==> config.mk <==
export PLATFORM = sky130hd
export DESIGN_NAME = piecewise_linear_gauge_map_top_flat
export DESIGN_NICKNAME = d
export VERILOG_FILES = /design/src/plgm_pkg.sv /design/src/plgm_if.sv /design/src/piecewise_linear_gauge_map_top.sv /design/src/plgm_cfg.sv /design/src/plgm_curve.sv /design/src/plgm_muldiv.sv /design/src/flat_wrapper.sv
export SDC_FILE = /design/constraint.sdc
export NUM_CORES = 2
export LEC_CHECK = 0
export BUFFER_PORTS_ARGS = -buffer_cell sky130_fd_sc_hd__buf_4
export CAP_MARGIN = 5
export CELL_PAD_IN_SITES_DETAIL_PLACEMENT = 0
export CELL_PAD_IN_SITES_GLOBAL_PLACEMENT = 2
export CORE_UTILIZATION = 31
export CTS_CLUSTER_DIAMETER = 30
export DETAILED_ROUTE_END_ITERATION = 6
export PLACE_DENSITY_LB_ADDON = 0.1
export SYNTH_ARGS = -nofsm -noshare
export SYNTH_HDL_FRONTEND = slang
export SYNTH_HIERARCHICAL = 1
export SYNTH_SLANG_ARGS = --single-unit
==> constraint.sdc <==
create_clock -name clk -period 9.21 [get_ports clk]
set_input_delay 1.842 -clock clk [delete_from_list [all_inputs] [get_ports clk]]
set_output_delay 1.842 -clock clk [all_outputs]
set_load 0.02 [all_outputs]
==> src/plgm_pkg.sv <==
`timescale 1ns / 1ps

package plgm_pkg;

  // Data path widths fixed by the item fields.
  localparam int DATA_W      = 16;
  localparam int POINT_IDX_W = 4;
  localparam int CP_W        = 5;
  localparam int TRAVEL_W    = 15;

  // Calibration table depth and the widths that follow from it.
  localparam int CURVE_MAX = 16;
  localparam int CURVE_AW  = (CURVE_MAX > 1) ? $clog2(CURVE_MAX) : 1;
  localparam int N_W       = $clog2(CURVE_MAX + 1);

  // Shared multiply/divide unit.
  localparam int OPD_W     = DATA_W + 1;
  localparam int PROD_W    = 2 * OPD_W;
  localparam int MAG_W     = 2 * DATA_W;
  localparam int MD_CNT_W  = $clog2(MAG_W);

  // Configuration port.
  localparam int APB_DW    = 32;
  localparam int APB_AW    = 5;
  localparam int REG_IDX_W = 3;

  localparam logic [REG_IDX_W-1:0] REG_OWN_ID      = 3'd0;
  localparam logic [REG_IDX_W-1:0] REG_VALUE_MASK  = 3'd1;
  localparam logic [REG_IDX_W-1:0] REG_REVERSE     = 3'd2;
  localparam logic [REG_IDX_W-1:0] REG_CURVE_PTS   = 3'd3;
  localparam logic [REG_IDX_W-1:0] REG_MIN_TRAVEL  = 3'd4;
  localparam logic [REG_IDX_W-1:0] REG_MAX_TRAVEL  = 3'd5;

  localparam logic [DATA_W-1:0] FULL_SCALE = 16'hFFFF;

  // Item commands.
  localparam logic CMD_LOAD   = 1'b0;
  localparam logic CMD_PACKET = 1'b1;

  typedef logic [DATA_W-1:0]           data_t;
  typedef logic [CURVE_AW-1:0]         idx_t;
  typedef logic [N_W-1:0]              cnt_t;
  typedef logic signed [OPD_W-1:0]     opd_t;
  typedef logic signed [PROD_W-1:0]    prod_t;
  typedef logic [MAG_W-1:0]            mag_t;
  typedef logic [MD_CNT_W-1:0]         mdcnt_t;

  typedef struct packed {
    logic [DATA_W-1:0]   own_control_id;
    logic [DATA_W-1:0]   value_mask;
    logic                reverse_input;
    logic [CP_W-1:0]     curve_points;
    logic [TRAVEL_W-1:0] min_travel;
    logic [TRAVEL_W-1:0] max_travel;
  } cfg_t;

  typedef struct packed {
    logic  start;
    opd_t  op_a;
    opd_t  op_b;
    data_t divisor;
  } md_req_t;

  typedef struct packed {
    logic  done;
    data_t quot;
  } md_rsp_t;

endpackage

==> src/plgm_if.sv <==
`timescale 1ns / 1ps

interface plgm_in_if;
  logic                                   valid;
  logic                                   ready;
  logic                                   command;
  logic [plgm_pkg::DATA_W-1:0]            control_id;
  logic [plgm_pkg::DATA_W-1:0]            value;
  logic [plgm_pkg::POINT_IDX_W-1:0]       point_index;
  logic [plgm_pkg::DATA_W-1:0]            point_in;
  logic [plgm_pkg::DATA_W-1:0]            point_out;

  modport source (output valid, command, control_id, value, point_index, point_in,
                  point_out, input ready);
  modport sink   (input valid, command, control_id, value, point_index, point_in,
                  point_out, output ready);
endinterface

interface plgm_out_if;
  logic                        valid;
  logic                        ready;
  logic [plgm_pkg::DATA_W-1:0] position;

  modport source (output valid, position, input ready);
  modport sink   (input valid, position, output ready);
endinterface

==> src/piecewise_linear_gauge_map_top.sv <==
// Piecewise-linear gauge map. Each input item is either a load (command 0), which
// writes one calibration point into the curve tables, or a control packet (command 1),
// which yields one needle position when its id matches own_control_id. A load or a
// packet with a foreign id leaves the sequencer idle and yields no result. A matching
// packet is masked, optionally reversed, and then either clamped to the curve ends,
// or bracketed by a binary search over the curve (one table read per halving) and
// interpolated, or mapped linearly onto min_travel to max_travel when fewer than two
// curve points are configured. Interpolation and the linear map share one
// multiply/divide unit whose 32-step restoring divider sets the pace. The block
// accepts no item while one is being worked on, but a finished position sits in an
// output register, so the next item is taken while the result waits for the sink.
// Configuration must be written over the APB-style port only while the block is
// idle; the block itself does not enforce this; curve entries must be loaded before
// a curve that uses them is enabled.
`timescale 1ns / 1ps

module piecewise_linear_gauge_map_top (
  input  logic                          clk,
  input  logic                          rst_n,
  plgm_in_if.sink                       in_chan,
  plgm_out_if.source                    out_chan,
  input  logic                          psel,
  input  logic                          penable,
  input  logic                          pwrite,
  input  logic [plgm_pkg::APB_AW-1:0]   paddr,
  input  logic [plgm_pkg::APB_DW-1:0]   pwdata,
  output logic [plgm_pkg::APB_DW-1:0]   prdata,
  output logic                          pready
);

  // Sequencer states.
  localparam logic [3:0] S_IDLE  = 4'd0;
  localparam logic [3:0] S_FIRST = 4'd1;
  localparam logic [3:0] S_CHKF  = 4'd2;
  localparam logic [3:0] S_CHKL  = 4'd3;
  localparam logic [3:0] S_SRCH  = 4'd4;
  localparam logic [3:0] S_CMP   = 4'd5;
  localparam logic [3:0] S_SETUP = 4'd6;
  localparam logic [3:0] S_LIN   = 4'd7;
  localparam logic [3:0] S_CALC  = 4'd8;
  localparam logic [3:0] S_DONE  = 4'd9;

  plgm_pkg::cfg_t     cfg;
  plgm_pkg::md_req_t  md_req;
  plgm_pkg::md_rsp_t  md_rsp;

  logic [3:0]         state_r, state_nxt;
  plgm_pkg::data_t    v_r;
  plgm_pkg::cnt_t     n_r;
  plgm_pkg::idx_t     lo_r, hi_r, mid_r;
  plgm_pkg::data_t    in_lo_r, in_hi_r, out_lo_r, out_hi_r;
  plgm_pkg::data_t    base_r;
  plgm_pkg::data_t    res_r;
  logic               out_valid_r;
  plgm_pkg::data_t    out_pos_r;

  logic               in_acc;
  logic               pkt_go;
  logic               slot_ok;
  plgm_pkg::data_t    v_masked;
  plgm_pkg::data_t    v_calc;
  plgm_pkg::cnt_t     n_calc;
  plgm_pkg::idx_t     last_idx;
  plgm_pkg::idx_t     mid;
  logic [plgm_pkg::CURVE_AW:0] idx_sum;
  plgm_pkg::idx_t     idx_gap;
  plgm_pkg::idx_t     rd_addr;
  plgm_pkg::data_t    rd_in, rd_out;
  logic               out_load;

  plgm_cfg u_cfg (
    .clk     (clk),
    .rst_n   (rst_n),
    .psel    (psel),
    .penable (penable),
    .pwrite  (pwrite),
    .paddr   (paddr),
    .pwdata  (pwdata),
    .prdata  (prdata),
    .pready  (pready),
    .cfg     (cfg)
  );

  // The calibration point is written at the edge that accepts the load item.
  assign in_acc  = in_chan.valid && in_chan.ready;
  assign slot_ok = (32'(in_chan.point_index) < plgm_pkg::CURVE_MAX);

  plgm_curve u_curve (
    .clk     (clk),
    .wr_en   (in_acc && (in_chan.command == plgm_pkg::CMD_LOAD) && slot_ok),
    .wr_addr (plgm_pkg::idx_t'(in_chan.point_index)),
    .wr_in   (in_chan.point_in),
    .wr_out  (in_chan.point_out),
    .rd_addr (rd_addr),
    .rd_in   (rd_in),
    .rd_out  (rd_out)
  );

  plgm_muldiv u_muldiv (
    .clk   (clk),
    .rst_n (rst_n),
    .req   (md_req),
    .rsp   (md_rsp)
  );

  assign in_chan.ready = (state_r == S_IDLE);
  assign pkt_go = in_acc && (in_chan.command == plgm_pkg::CMD_PACKET) &&
                  (in_chan.control_id == cfg.own_control_id);

  // Value conditioning and the number of curve points in use.
  assign v_masked = in_chan.value & cfg.value_mask;
  assign v_calc   = cfg.reverse_input ? (plgm_pkg::FULL_SCALE - v_masked) : v_masked;
  assign n_calc   = (32'(cfg.curve_points) > plgm_pkg::CURVE_MAX) ?
                    plgm_pkg::cnt_t'(plgm_pkg::CURVE_MAX) :
                    plgm_pkg::cnt_t'(cfg.curve_points);

  // Binary search bookkeeping; lo_r and hi_r always bracket the value.
  assign last_idx = plgm_pkg::idx_t'(n_r - plgm_pkg::cnt_t'(1));
  assign idx_sum  = {1'b0, lo_r} + {1'b0, hi_r};
  assign mid      = idx_sum[plgm_pkg::CURVE_AW:1];
  assign idx_gap  = hi_r - lo_r;

  always_comb begin
    case (state_r)
      S_CHKF:  rd_addr = last_idx;
      S_SRCH:  rd_addr = mid;
      default: rd_addr = '0;
    endcase
  end

  // Operands for the shared unit: a curve segment or the linear travel range.
  always_comb begin
    md_req.start   = 1'b0;
    md_req.op_a    = $signed({1'b0, v_r}) - $signed({1'b0, in_lo_r});
    md_req.op_b    = $signed({1'b0, out_hi_r}) - $signed({1'b0, out_lo_r});
    md_req.divisor = in_hi_r - in_lo_r;
    if (state_r == S_LIN) begin
      md_req.start   = 1'b1;
      md_req.op_a    = $signed({1'b0, v_r});
      md_req.op_b    = $signed({2'b00, cfg.max_travel}) - $signed({2'b00, cfg.min_travel});
      md_req.divisor = plgm_pkg::FULL_SCALE;
    end else if (state_r == S_SETUP) begin
      md_req.start   = (in_hi_r != in_lo_r);
    end
  end

  assign out_load = (state_r == S_DONE) && (!out_valid_r || out_chan.ready);

  always_comb begin
    state_nxt = state_r;
    case (state_r)
      S_IDLE: begin
        if (pkt_go) begin
          state_nxt = (n_calc > plgm_pkg::cnt_t'(1)) ? S_FIRST : S_LIN;
        end
      end
      S_FIRST: state_nxt = S_CHKF;
      S_CHKF:  state_nxt = (v_r <= rd_in) ? S_DONE : S_CHKL;
      S_CHKL:  state_nxt = (v_r >= rd_in) ? S_DONE : S_SRCH;
      S_SRCH:  state_nxt = (idx_gap > plgm_pkg::idx_t'(1)) ? S_CMP : S_SETUP;
      S_CMP:   state_nxt = S_SRCH;
      S_SETUP: state_nxt = (in_hi_r == in_lo_r) ? S_DONE : S_CALC;
      S_LIN:   state_nxt = S_CALC;
      S_CALC:  if (md_rsp.done) state_nxt = S_DONE;
      S_DONE:  if (out_load) state_nxt = S_IDLE;
      default: state_nxt = S_IDLE;
    endcase
  end

  always_ff @(posedge clk) begin
    if (!rst_n) begin
      state_r     <= S_IDLE;
      out_valid_r <= 1'b0;
    end else begin
      state_r <= state_nxt;
      if (out_load) begin
        out_valid_r <= 1'b1;
      end else if (out_chan.ready) begin
        out_valid_r <= 1'b0;
      end
    end
  end

  always_ff @(posedge clk) begin
    if (out_load) begin
      out_pos_r <= res_r;
    end
    case (state_r)
      S_IDLE: begin
        v_r <= v_calc;
        n_r <= n_calc;
      end
      S_CHKF: begin
        in_lo_r  <= rd_in;
        out_lo_r <= rd_out;
        res_r    <= rd_out;
      end
      S_CHKL: begin
        in_hi_r  <= rd_in;
        out_hi_r <= rd_out;
        res_r    <= rd_out;
        lo_r     <= '0;
        hi_r     <= last_idx;
      end
      S_SRCH: begin
        mid_r <= mid;
      end
      S_CMP: begin
        if (v_r >= rd_in) begin
          lo_r     <= mid_r;
          in_lo_r  <= rd_in;
          out_lo_r <= rd_out;
        end else begin
          hi_r     <= mid_r;
          in_hi_r  <= rd_in;
          out_hi_r <= rd_out;
        end
      end
      S_SETUP: begin
        base_r <= out_lo_r;
        res_r  <= out_lo_r;
      end
      S_LIN: begin
        base_r <= plgm_pkg::DATA_W'(cfg.min_travel);
      end
      S_CALC: begin
        res_r <= base_r + md_rsp.quot;
      end
      default: ;
    endcase
  end

  assign out_chan.valid    = out_valid_r;
  assign out_chan.position = out_pos_r;

`ifndef SYNTHESIS
  // A load item or a foreign packet never starts the sequencer.
  a_load_stays_idle: assert property (@(posedge clk) disable iff (!rst_n)
    (in_acc && (in_chan.command == plgm_pkg::CMD_LOAD)) |=> (state_r == S_IDLE))
    else $error("load item left the sequencer busy");

  // The search bracket never collapses or inverts.
  a_bracket_order: assert property (@(posedge clk) disable iff (!rst_n)
    ((state_r == S_SRCH) || (state_r == S_CMP)) |-> (lo_r < hi_r))
    else $error("search bracket lost its order");

  // The shared unit only reports back while the sequencer waits for it.
  a_md_done_in_calc: assert property (@(posedge clk) disable iff (!rst_n)
    md_rsp.done |-> (state_r == S_CALC))
    else $error("multiply/divide finished outside the calculation state");

  // A handed-over result shows up in the output register unchanged.
  a_result_handoff: assert property (@(posedge clk) disable iff (!rst_n)
    out_load |=> (out_valid_r && (out_pos_r == $past(res_r))))
    else $error("result lost on the way to the output register");
`endif

endmodule

==> src/plgm_cfg.sv <==
`timescale 1ns / 1ps

module plgm_cfg (
  input  logic                            clk,
  input  logic                            rst_n,
  input  logic                            psel,
  input  logic                            penable,
  input  logic                            pwrite,
  input  logic [plgm_pkg::APB_AW-1:0]     paddr,
  input  logic [plgm_pkg::APB_DW-1:0]     pwdata,
  output logic [plgm_pkg::APB_DW-1:0]     prdata,
  output logic                            pready,
  output plgm_pkg::cfg_t                  cfg
);

  plgm_pkg::cfg_t                      cfg_r;
  logic [plgm_pkg::REG_IDX_W-1:0]      idx;
  logic                                wr_en;

  assign pready = 1'b1;
  assign idx    = paddr[plgm_pkg::APB_AW-1:2];
  assign wr_en  = psel && penable && pwrite && pready;
  assign cfg    = cfg_r;

  always_ff @(posedge clk) begin
    if (!rst_n) begin
      cfg_r.own_control_id <= '0;
      cfg_r.value_mask     <= plgm_pkg::FULL_SCALE;
      cfg_r.reverse_input  <= 1'b0;
      cfg_r.curve_points   <= '0;
      cfg_r.min_travel     <= '0;
      cfg_r.max_travel     <= '0;
    end else if (wr_en) begin
      case (idx)
        plgm_pkg::REG_OWN_ID:     cfg_r.own_control_id <= pwdata[plgm_pkg::DATA_W-1:0];
        plgm_pkg::REG_VALUE_MASK: cfg_r.value_mask     <= pwdata[plgm_pkg::DATA_W-1:0];
        plgm_pkg::REG_REVERSE:    cfg_r.reverse_input  <= pwdata[0];
        plgm_pkg::REG_CURVE_PTS:  cfg_r.curve_points   <= pwdata[plgm_pkg::CP_W-1:0];
        plgm_pkg::REG_MIN_TRAVEL: cfg_r.min_travel     <= pwdata[plgm_pkg::TRAVEL_W-1:0];
        plgm_pkg::REG_MAX_TRAVEL: cfg_r.max_travel     <= pwdata[plgm_pkg::TRAVEL_W-1:0];
        default: ;
      endcase
    end
  end

  always_comb begin
    case (idx)
      plgm_pkg::REG_OWN_ID:     prdata = plgm_pkg::APB_DW'(cfg_r.own_control_id);
      plgm_pkg::REG_VALUE_MASK: prdata = plgm_pkg::APB_DW'(cfg_r.value_mask);
      plgm_pkg::REG_REVERSE:    prdata = plgm_pkg::APB_DW'(cfg_r.reverse_input);
      plgm_pkg::REG_CURVE_PTS:  prdata = plgm_pkg::APB_DW'(cfg_r.curve_points);
      plgm_pkg::REG_MIN_TRAVEL: prdata = plgm_pkg::APB_DW'(cfg_r.min_travel);
      plgm_pkg::REG_MAX_TRAVEL: prdata = plgm_pkg::APB_DW'(cfg_r.max_travel);
      default:                  prdata = '0;
    endcase
  end

endmodule

==> src/plgm_curve.sv <==
`timescale 1ns / 1ps

module plgm_curve (
  input  logic                  clk,
  input  logic                  wr_en,
  input  plgm_pkg::idx_t        wr_addr,
  input  plgm_pkg::data_t       wr_in,
  input  plgm_pkg::data_t       wr_out,
  input  plgm_pkg::idx_t        rd_addr,
  output plgm_pkg::data_t       rd_in,
  output plgm_pkg::data_t       rd_out
);

  plgm_pkg::data_t in_mem  [plgm_pkg::CURVE_MAX];
  plgm_pkg::data_t out_mem [plgm_pkg::CURVE_MAX];
  plgm_pkg::data_t rd_in_r;
  plgm_pkg::data_t rd_out_r;

  always_ff @(posedge clk) begin
    if (wr_en) begin
      in_mem[wr_addr]  <= wr_in;
      out_mem[wr_addr] <= wr_out;
    end
  end

  // Both tables share one address, so one lookup returns a whole calibration point.
  always_ff @(posedge clk) begin
    rd_in_r  <= in_mem[rd_addr];
    rd_out_r <= out_mem[rd_addr];
  end

  assign rd_in  = rd_in_r;
  assign rd_out = rd_out_r;

endmodule

==> src/plgm_muldiv.sv <==
`timescale 1ns / 1ps

module plgm_muldiv (
  input  logic                 clk,
  input  logic                 rst_n,
  input  plgm_pkg::md_req_t    req,
  output plgm_pkg::md_rsp_t    rsp
);

  localparam logic [2:0] MD_IDLE = 3'd0;
  localparam logic [2:0] MD_MUL  = 3'd1;
  localparam logic [2:0] MD_ABS  = 3'd2;
  localparam logic [2:0] MD_DIV  = 3'd3;
  localparam logic [2:0] MD_FIN  = 3'd4;

  logic [2:0]              state_r, state_nxt;
  plgm_pkg::mdcnt_t        cnt_r;
  plgm_pkg::opd_t          a_r, b_r;
  plgm_pkg::data_t         div_r;
  plgm_pkg::prod_t         prod_r;
  plgm_pkg::prod_t         prod_neg;
  logic                    neg_r;
  plgm_pkg::mag_t          dq_r;
  plgm_pkg::data_t         rem_r;
  logic [plgm_pkg::DATA_W:0] trial;
  logic [plgm_pkg::DATA_W:0] trial_sub;
  logic                    q_bit;
  plgm_pkg::data_t         quot_r;
  logic                    done_r;

  assign prod_neg  = -prod_r;
  assign trial     = {rem_r, dq_r[plgm_pkg::MAG_W-1]};
  assign trial_sub = trial - {1'b0, div_r};
  assign q_bit     = (trial >= {1'b0, div_r});

  always_comb begin
    state_nxt = state_r;
    case (state_r)
      MD_IDLE: if (req.start) state_nxt = MD_MUL;
      MD_MUL:  state_nxt = MD_ABS;
      MD_ABS:  state_nxt = MD_DIV;
      MD_DIV:  if (cnt_r == plgm_pkg::mdcnt_t'(plgm_pkg::MAG_W - 1)) state_nxt = MD_FIN;
      MD_FIN:  state_nxt = MD_IDLE;
      default: state_nxt = MD_IDLE;
    endcase
  end

  always_ff @(posedge clk) begin
    if (!rst_n) begin
      state_r <= MD_IDLE;
      done_r  <= 1'b0;
    end else begin
      state_r <= state_nxt;
      done_r  <= (state_r == MD_FIN);
    end
  end

  always_ff @(posedge clk) begin
    case (state_r)
      MD_IDLE: begin
        a_r   <= req.op_a;
        b_r   <= req.op_b;
        div_r <= req.divisor;
      end
      MD_MUL: begin
        prod_r <= a_r * b_r;
      end
      MD_ABS: begin
        neg_r <= prod_r[plgm_pkg::PROD_W-1];
        dq_r  <= prod_r[plgm_pkg::PROD_W-1] ? prod_neg[plgm_pkg::MAG_W-1:0]
                                           : prod_r[plgm_pkg::MAG_W-1:0];
        rem_r <= '0;
        cnt_r <= '0;
      end
      MD_DIV: begin
        // One restoring step: the dividend shifts out at the top while the
        // quotient fills in at the bottom of the same register.
        rem_r <= q_bit ? trial_sub[plgm_pkg::DATA_W-1:0] : trial[plgm_pkg::DATA_W-1:0];
        dq_r  <= {dq_r[plgm_pkg::MAG_W-2:0], q_bit};
        cnt_r <= cnt_r + 1'b1;
      end
      MD_FIN: begin
        // Truncation toward zero: divide magnitudes, then restore the sign.
        quot_r <= neg_r ? -dq_r[plgm_pkg::DATA_W-1:0] : dq_r[plgm_pkg::DATA_W-1:0];
      end
      default: ;
    endcase
  end

  assign rsp.done = done_r;
  assign rsp.quot = quot_r;

endmodule
==> src/flat_wrapper.sv <==
// flat-port wrapper written by rule: the top's interface ports become plain ports
module piecewise_linear_gauge_map_top_flat 
  (clk, rst_n, psel, penable, pwrite, paddr, pwdata, prdata, pready, in_chan_valid, in_chan_command, in_chan_control_id, in_chan_value, in_chan_point_index, in_chan_point_in, in_chan_point_out, in_chan_ready, out_chan_valid, out_chan_position, out_chan_ready);
  plgm_in_if in_chan_i ();
  plgm_out_if out_chan_i ();
  input  logic clk;
  input  logic rst_n;
  input  logic psel;
  input  logic penable;
  input  logic pwrite;
  input  logic [plgm_pkg::APB_AW-1:0] paddr;
  input  logic [plgm_pkg::APB_DW-1:0] pwdata;
  output logic [plgm_pkg::APB_DW-1:0] prdata;
  output logic pready;
  input wire logic [$bits(in_chan_i.valid)-1:0] in_chan_valid;
  input wire logic [$bits(in_chan_i.command)-1:0] in_chan_command;
  input wire logic [$bits(in_chan_i.control_id)-1:0] in_chan_control_id;
  input wire logic [$bits(in_chan_i.value)-1:0] in_chan_value;
  input wire logic [$bits(in_chan_i.point_index)-1:0] in_chan_point_index;
  input wire logic [$bits(in_chan_i.point_in)-1:0] in_chan_point_in;
  input wire logic [$bits(in_chan_i.point_out)-1:0] in_chan_point_out;
  output wire logic [$bits(in_chan_i.ready)-1:0] in_chan_ready;
  output wire logic [$bits(out_chan_i.valid)-1:0] out_chan_valid;
  output wire logic [$bits(out_chan_i.position)-1:0] out_chan_position;
  input wire logic [$bits(out_chan_i.ready)-1:0] out_chan_ready;
  assign in_chan_i.valid = in_chan_valid;
  assign in_chan_i.command = in_chan_command;
  assign in_chan_i.control_id = in_chan_control_id;
  assign in_chan_i.value = in_chan_value;
  assign in_chan_i.point_index = in_chan_point_index;
  assign in_chan_i.point_in = in_chan_point_in;
  assign in_chan_i.point_out = in_chan_point_out;
  assign in_chan_ready = in_chan_i.ready;
  assign out_chan_valid = out_chan_i.valid;
  assign out_chan_position = out_chan_i.position;
  assign out_chan_i.ready = out_chan_ready;
  piecewise_linear_gauge_map_top u_core (.clk(clk), .rst_n(rst_n), .in_chan(in_chan_i), .out_chan(out_chan_i), .psel(psel), .penable(penable), .pwrite(pwrite), .paddr(paddr), .pwdata(pwdata), .prdata(prdata), .pready(pready));
endmodule
# --- After elaboration in Yosys (flattened, before gate mapping) ---
# Memories as Yosys holds them, arrays and structs flattened. A register that Yosys moved wholly into a read port is not among the register bits.
# Index checks and enable logic that the tools add are counted.
totals:
  regBits: 375
  latchBits: 0
  mem_bits_rw: 512
  mem_bits_ro: 0
  mem_count: 2
memory_table:
  columns: ["memory", "depth", "width", "read_ports", "rd_ports_with_merged_regs", "write_ports", "line", "rtl"]
  rows:
  - ["u_core.u_curve.in_mem", 16, 16, 1, 1, 1, "plgm_curve.sv:14", "plgm_pkg::data_t in_mem [plgm_pkg::CURVE_MAX];"]
  - ["u_core.u_curve.out_mem", 16, 16, 1, 1, 1, "plgm_curve.sv:15", "plgm_pkg::data_t out_mem [plgm_pkg::CURVE_MAX];"]
op_classes:
  n_addsub: 13
  multipliers: 1
  div: 0
  order_cmp: 6
  eq_ne: 29
  shift: 0
  mux: 43
  bitwise: 2
  n_reduce_logical: 30
ops:
  columns: ["op", "n"]
  rows:
  - ["$pmux 16 s2", 6]
  - ["$mux 16", 7]
  - ["$pmux 16 s6", 1]
  - ["$pmux 32 s2", 1]
  - ["$mux 49", 1]
  - ["$pmux 16 s3", 1]
  - ["$pmux 4 s10", 1]
  - ["$mul 17x17->34", 1]
  - ["$sub 16x16->17", 2]
  - ["$eq 16x16->1", 2]
  - ["$mux 32", 1]
  - ["$neg 32->32", 1]
  - ["$sub 16x16->16", 2]
  - ["$mux 4", 7]
  - ["$pmux 4 s2", 3]
  - ["$reduce_and 2->1", 10]
  - ["$ge 17x16->1", 1]
  - ["$add 16x16->16", 1]
  - ["$and 16x16->16", 1]
  - ["$eq 4x3->1 const B", 4]
  - ["$ge 16x16->1", 1]
  - ["$le 16x16->1", 1]
  - ["$ne 16x16->1", 1]
  - ["$neg 16->16", 1]
  - ["34 further kinds", 66]

# --- Depth between registers and ports, before layout ---
logic_depth:
  word_depth: 6
  mapped_depth: 24
  depth_no_buf: 22

# --- Modules after synthesis ---
# The synthesis kept the hierarchy.
modules_own_cells:
  columns: ["module", "n_inst", "cells_per_inst", "area_per_inst_um2"]
  rows:
  - ["plgm_curve", 1, 838, 19835.3]
  - ["plgm_muldiv", 1, 1765, 18218.7]
  - ["piecewise_linear_gauge_map_top", 1, 1031, 10342.4]
  - ["plgm_cfg", 1, 333, 3342.0]

# --- Worst setup path after synthesis ---
# No wires, ideal clock.
synth_timing:
  path_kind: "register to register"
  from: "reg u_core.u_muldiv.b_r[8]"
  to: "reg u_core.u_muldiv.prod_r[33] (data pin)"
  arrival_ns: 5.819
  path_slack_ns: 3.125
  stages_incl_launch_ff: 25
  cell_sequence: "edfxtp_1 -> clkbuf_1 -> clkbuf_1 -> nand2_1 -> fa_1 -> inv_1 -> fa_1 -> inv_1 -> fa_1 -> inv_1 -> fa_1 -> fa_1 -> inv_1 -> fa_1 -> inv_1 -> ha_1 -> clkbuf_1 -> a211oi_1 -> o2bb2ai_1 -> o22a_1 -> a21oi_1 -> a41oi_1 -> o21ai_0 -> o41ai_1 -> xnor2_1"
synth_between:
  elab_chain_cells: 1
synth_lines:
  columns: ["element", "line", "rtl"]
  rows:
  - ["start, declared", "plgm_muldiv.sv:18", "plgm_pkg::opd_t a_r, b_r;"]
  - ["start signal, assigned", "plgm_muldiv.sv:62", "b_r <= req.op_b;"]
  - ["$mul 17x17->34", "plgm_muldiv.sv:66", "prod_r <= a_r * b_r;"]
  - ["end signal, assigned", "plgm_muldiv.sv:66", null]
  - ["end, declared", "plgm_muldiv.sv:20", "plgm_pkg::prod_t prod_r;"]
# Every way passes these cells.
# A chain may end at the register's enable or synchronous reset.

# --- Worst setup path after layout ---
layout_timing:
  from: "reg u_core.u_muldiv.a_r[9]"
  to: "reg u_core.u_muldiv.prod_r[31] (data pin)"
layout_between:
  elab_chain_cells: 1
layout_lines:
  columns: ["element", "line", "rtl"]
  rows:
  - ["start, declared", "plgm_muldiv.sv:18", null]
  - ["start signal, assigned", "plgm_muldiv.sv:61", "a_r <= req.op_a;"]
  - ["$mul 17x17->34", "plgm_muldiv.sv:66", null]
# Every way passes these cells.

==> results.cfg <==
[synthesis]
avgSynthCellArea_sq_um = 13.0
synth_area_leaders = edfxtp_1, fa_1, mux4_2
synth_top_cell_by_area = edfxtp_1
synth.cells.most_frequent = edfxtp_1, inv_1, nand2_1
netlist_instances = 3967
synth_most_common_cell = edfxtp_1
synthArstFlopShare = 0
syn_area_sq_mm = 0.0517
synth-seq-cells = 918
yosysUniqueCellTypes = 94
yosysWarnings = 6
synth_edf_count = 809
ys.flop_type = edfxtp_1
yosysTopAreaCellShare = 0.470
yosysSeqAreaShare = 0.512

[clocking]
clk_pin_slew_ns = 0.05
cts_root_buf = clkbuf_16
cts.sinks = 918
postCtsSetupRepairBufs = 0
cts_resized = 0
clk_latency_ns = 0.87
clockBufferDepth = 3
cts_hold_buffers = 0
cts_buffers = 233
htreeDepth = 4
cts_tree = done

[route]
viasPerCell = 4.75
wirelength_mm = 152
drt_iter0_markers = 1664
drtAntennaViolNets = 0
drc = 0
vias = 31600
route.detailed.wl_per_inst_um = 23.0
first_pass_iters = 5

[setup_path]
endpoint_kind = register
crit_arrival_ns = 8.12
reg2reg_depth = 19
startpoint_type = register
path_class = register to register
rr_endpoint = u_core/u_muldiv/prod_r[31]$_DFFE_PP_
cp.required_ns = 9.74
crit_fanout = 17
r2r_start = u_core/u_muldiv/a_r[9]$_DFFE_PP_
r2r_slack_ns = 1.62

[min_path]
holdPathStages = 0
hold_path.startpoint = u_core/res_r[14]$_DFFE_PP_
hp-class = register to register
holdPathEnd = u_core/out_chan.position[14]$_DFFE_PP_

[global_routing]
grt_overflow = 0
grt_pass1_wl_mm = 225
antenna_found_initial = 10
grt_use_met3 = 0.0320
grt_max_degree = 129
grt_use_met1 = 0.233
gr-max-usage-layer = met2
met2_usage = 0.319
track_usage = 0.183
first_global_vias = 33500

[die]
initial_utilization = 0.313
dieHeight_um = 411
io_pins = 164
rows = 149
die-area_sq_mm = 0.169
core_sq_mm = 0.165
die_w_um = 411

[placement]
globalplace.congestion = 0.786
pre_cts_ws_ns = 1.43
post-dp-hpwl_mm = 104
io_buffers = 128

[timing]
drv_slew = 0
fin_skew_ns = 0.118
max_freq_ghz = 0.132
relSlewSlack = 0.183
post-route-period-util = 0.824
fin_tns_setup_ns = 0
final.min_clock_period_ns = 7.59
rsz0062_at_grt = no
hold_ws_ns = 0.418
finalHoldViolCount = 0
worstMarginPinSlew_ns = 1.23
fin_ws_ns = 1.62
finalSetupViolations = 0

[cells_and_area]
final_nets = 4873
drive_gt1_frac = 0.175
area_growth_pct = 22.8

[status]
status = complete, no violations

[run]
cap_viol_max_count = 0
cell usage in the layout (no fill, tap or decap), types with 77 or more instances in the layout:
master / synthesis / routed
a21oi_1: 142 / 142
a22oi_1: 83 / 83
and2_1: 154 / 153
buf_4: 29 / 196
clkbuf_16: 0 / 233
dfxtp_1: 109 / 109
edfxtp_1: 809 / 809
fa_1: 304 / 304
ha_1: 206 / 206
inv_1: 434 / 434
mux2i_1: 77 / 77
mux4_2: 139 / 139
nand2_1: 381 / 381
nor2_1: 133 / 120
nor2b_1: 85 / 82
o21ai_0: 122 / 119
xnor2_1: 109 / 109
worst max path at each step:
stage	startpoint	to	slack, ns
after floorplan	u_core/u_muldiv/b_r[8]$_DFFE_PP_	u_core/u_muldiv/prod_r[33]$_DFFE_PP_	3.13
after global placement	u_core/u_muldiv/a_r[7]$_DFFE_PP_	u_core/u_muldiv/prod_r[31]$_DFFE_PP_	1.42
after detailed placement	u_core/u_muldiv/a_r[9]$_DFFE_PP_	u_core/u_muldiv/prod_r[31]$_DFFE_PP_	1.43
after CTS	u_core/u_muldiv/a_r[9]$_DFFE_PP_	u_core/u_muldiv/prod_r[31]$_DFFE_PP_	1.41
after global routing	u_core/u_muldiv/a_r[9]$_DFFE_PP_	u_core/u_muldiv/prod_r[31]$_DFFE_PP_	1.20
final	u_core/u_muldiv/a_r[9]$_DFFE_PP_	u_core/u_muldiv/prod_r[31]$_DFFE_PP_	1.62
through the flow:
step | area [sq um] | util | cells
2_1_floorplan | 51800 | - | 3982
5_1_grt | 63500 | 0.384 | 6637
6_report | 63500 | 0.384 | 6638
3_3_place_gp | 55400 | 0.335 | 6204
4_1_cts | 63500 | 0.384 | 6636
3_5_place_dp | 55400 | 0.335 | 6204
worst max-delay path, stage by stage, from the launching register on:
cell and delay [ns]:
edfxtp_1 0.97, nand2_1 0.20, fa_1 0.54, fa_1 0.49
fa_1 0.52, fa_1 0.57, inv_1 0.06, fa_1 0.47
inv_1 0.05, fa_1 0.48, inv_1 0.05, ha_1 0.38
nand3_1 0.10, a211o_1 0.31, o211a_1 0.25, a21oi_1 0.53
a41oi_1 0.30, o21ai_0 0.45, nor2_1 0.10, xnor2_1 0.47
state kept, by name, summed over array words and instances, names as in the netlist, 5 cells and up:
name / flops
u_core/out_lo_r: 16
u_core/u_muldiv/b_r: 17
u_core/out_hi_r: 16
u_core/u_muldiv/prod_r: 33
u_core/u_cfg/cfg: 68
u_core/u_curve/rd_out: 16
u_core/u_muldiv/dq_r: 32
u_core/u_curve/out_mem: 256
u_core/res_r: 16
u_core/u_muldiv/quot_r: 16
u_core/u_muldiv/div_r: 16
u_core/u_muldiv/a_r: 17
u_core/in_hi_r: 16
u_core/v_r: 16
u_core/base_r: 16
u_core/u_curve/rd_in: 16
u_core/u_muldiv/cnt_r: 5
u_core/in_lo_r: 16
u_core/u_curve/in_mem: 256
u_core/out_chan.position: 16
u_core/u_muldiv/rem_r: 16
kinds of logic after synthesis:
group / share of synthesized area
DFF: 0.512
AOI/OAI and AO/OA: 0.0720
muxes: 0.0769
other: 0.000145
adders and majority gates: 0.167
and+or+nand+nor: 0.0937
buffers and inverters: 0.0477
xor gates and xnor gates: 0.0303
area by class of cell:
| class | instances | area [sq um] |
|---|---|---|
| clock inverter | 153 | 2070 |
| tap | 2189 | 2740 |
| inverter | 434 | 1630 |
| antenna | 2 | 5.00 |
| fill | 15800 | 102000 |
| multi-input combinational | 2465 | 23000 |
| clock buffer | 279 | 6060 |
| sequential | 918 | 26500 |
| timing repair buffer | 198 | 1510 |
layer usage:
layer	up-vias	wire length (um)
li1	14700	-
met1	16100	66400
met2	561	77600
met3	176	5540
met4	8	2840
met5	-	41
Power is left out: the tool's default activity adds up to more than one toggle a clock period on the data nets, which glitch-free logic cannot reach.
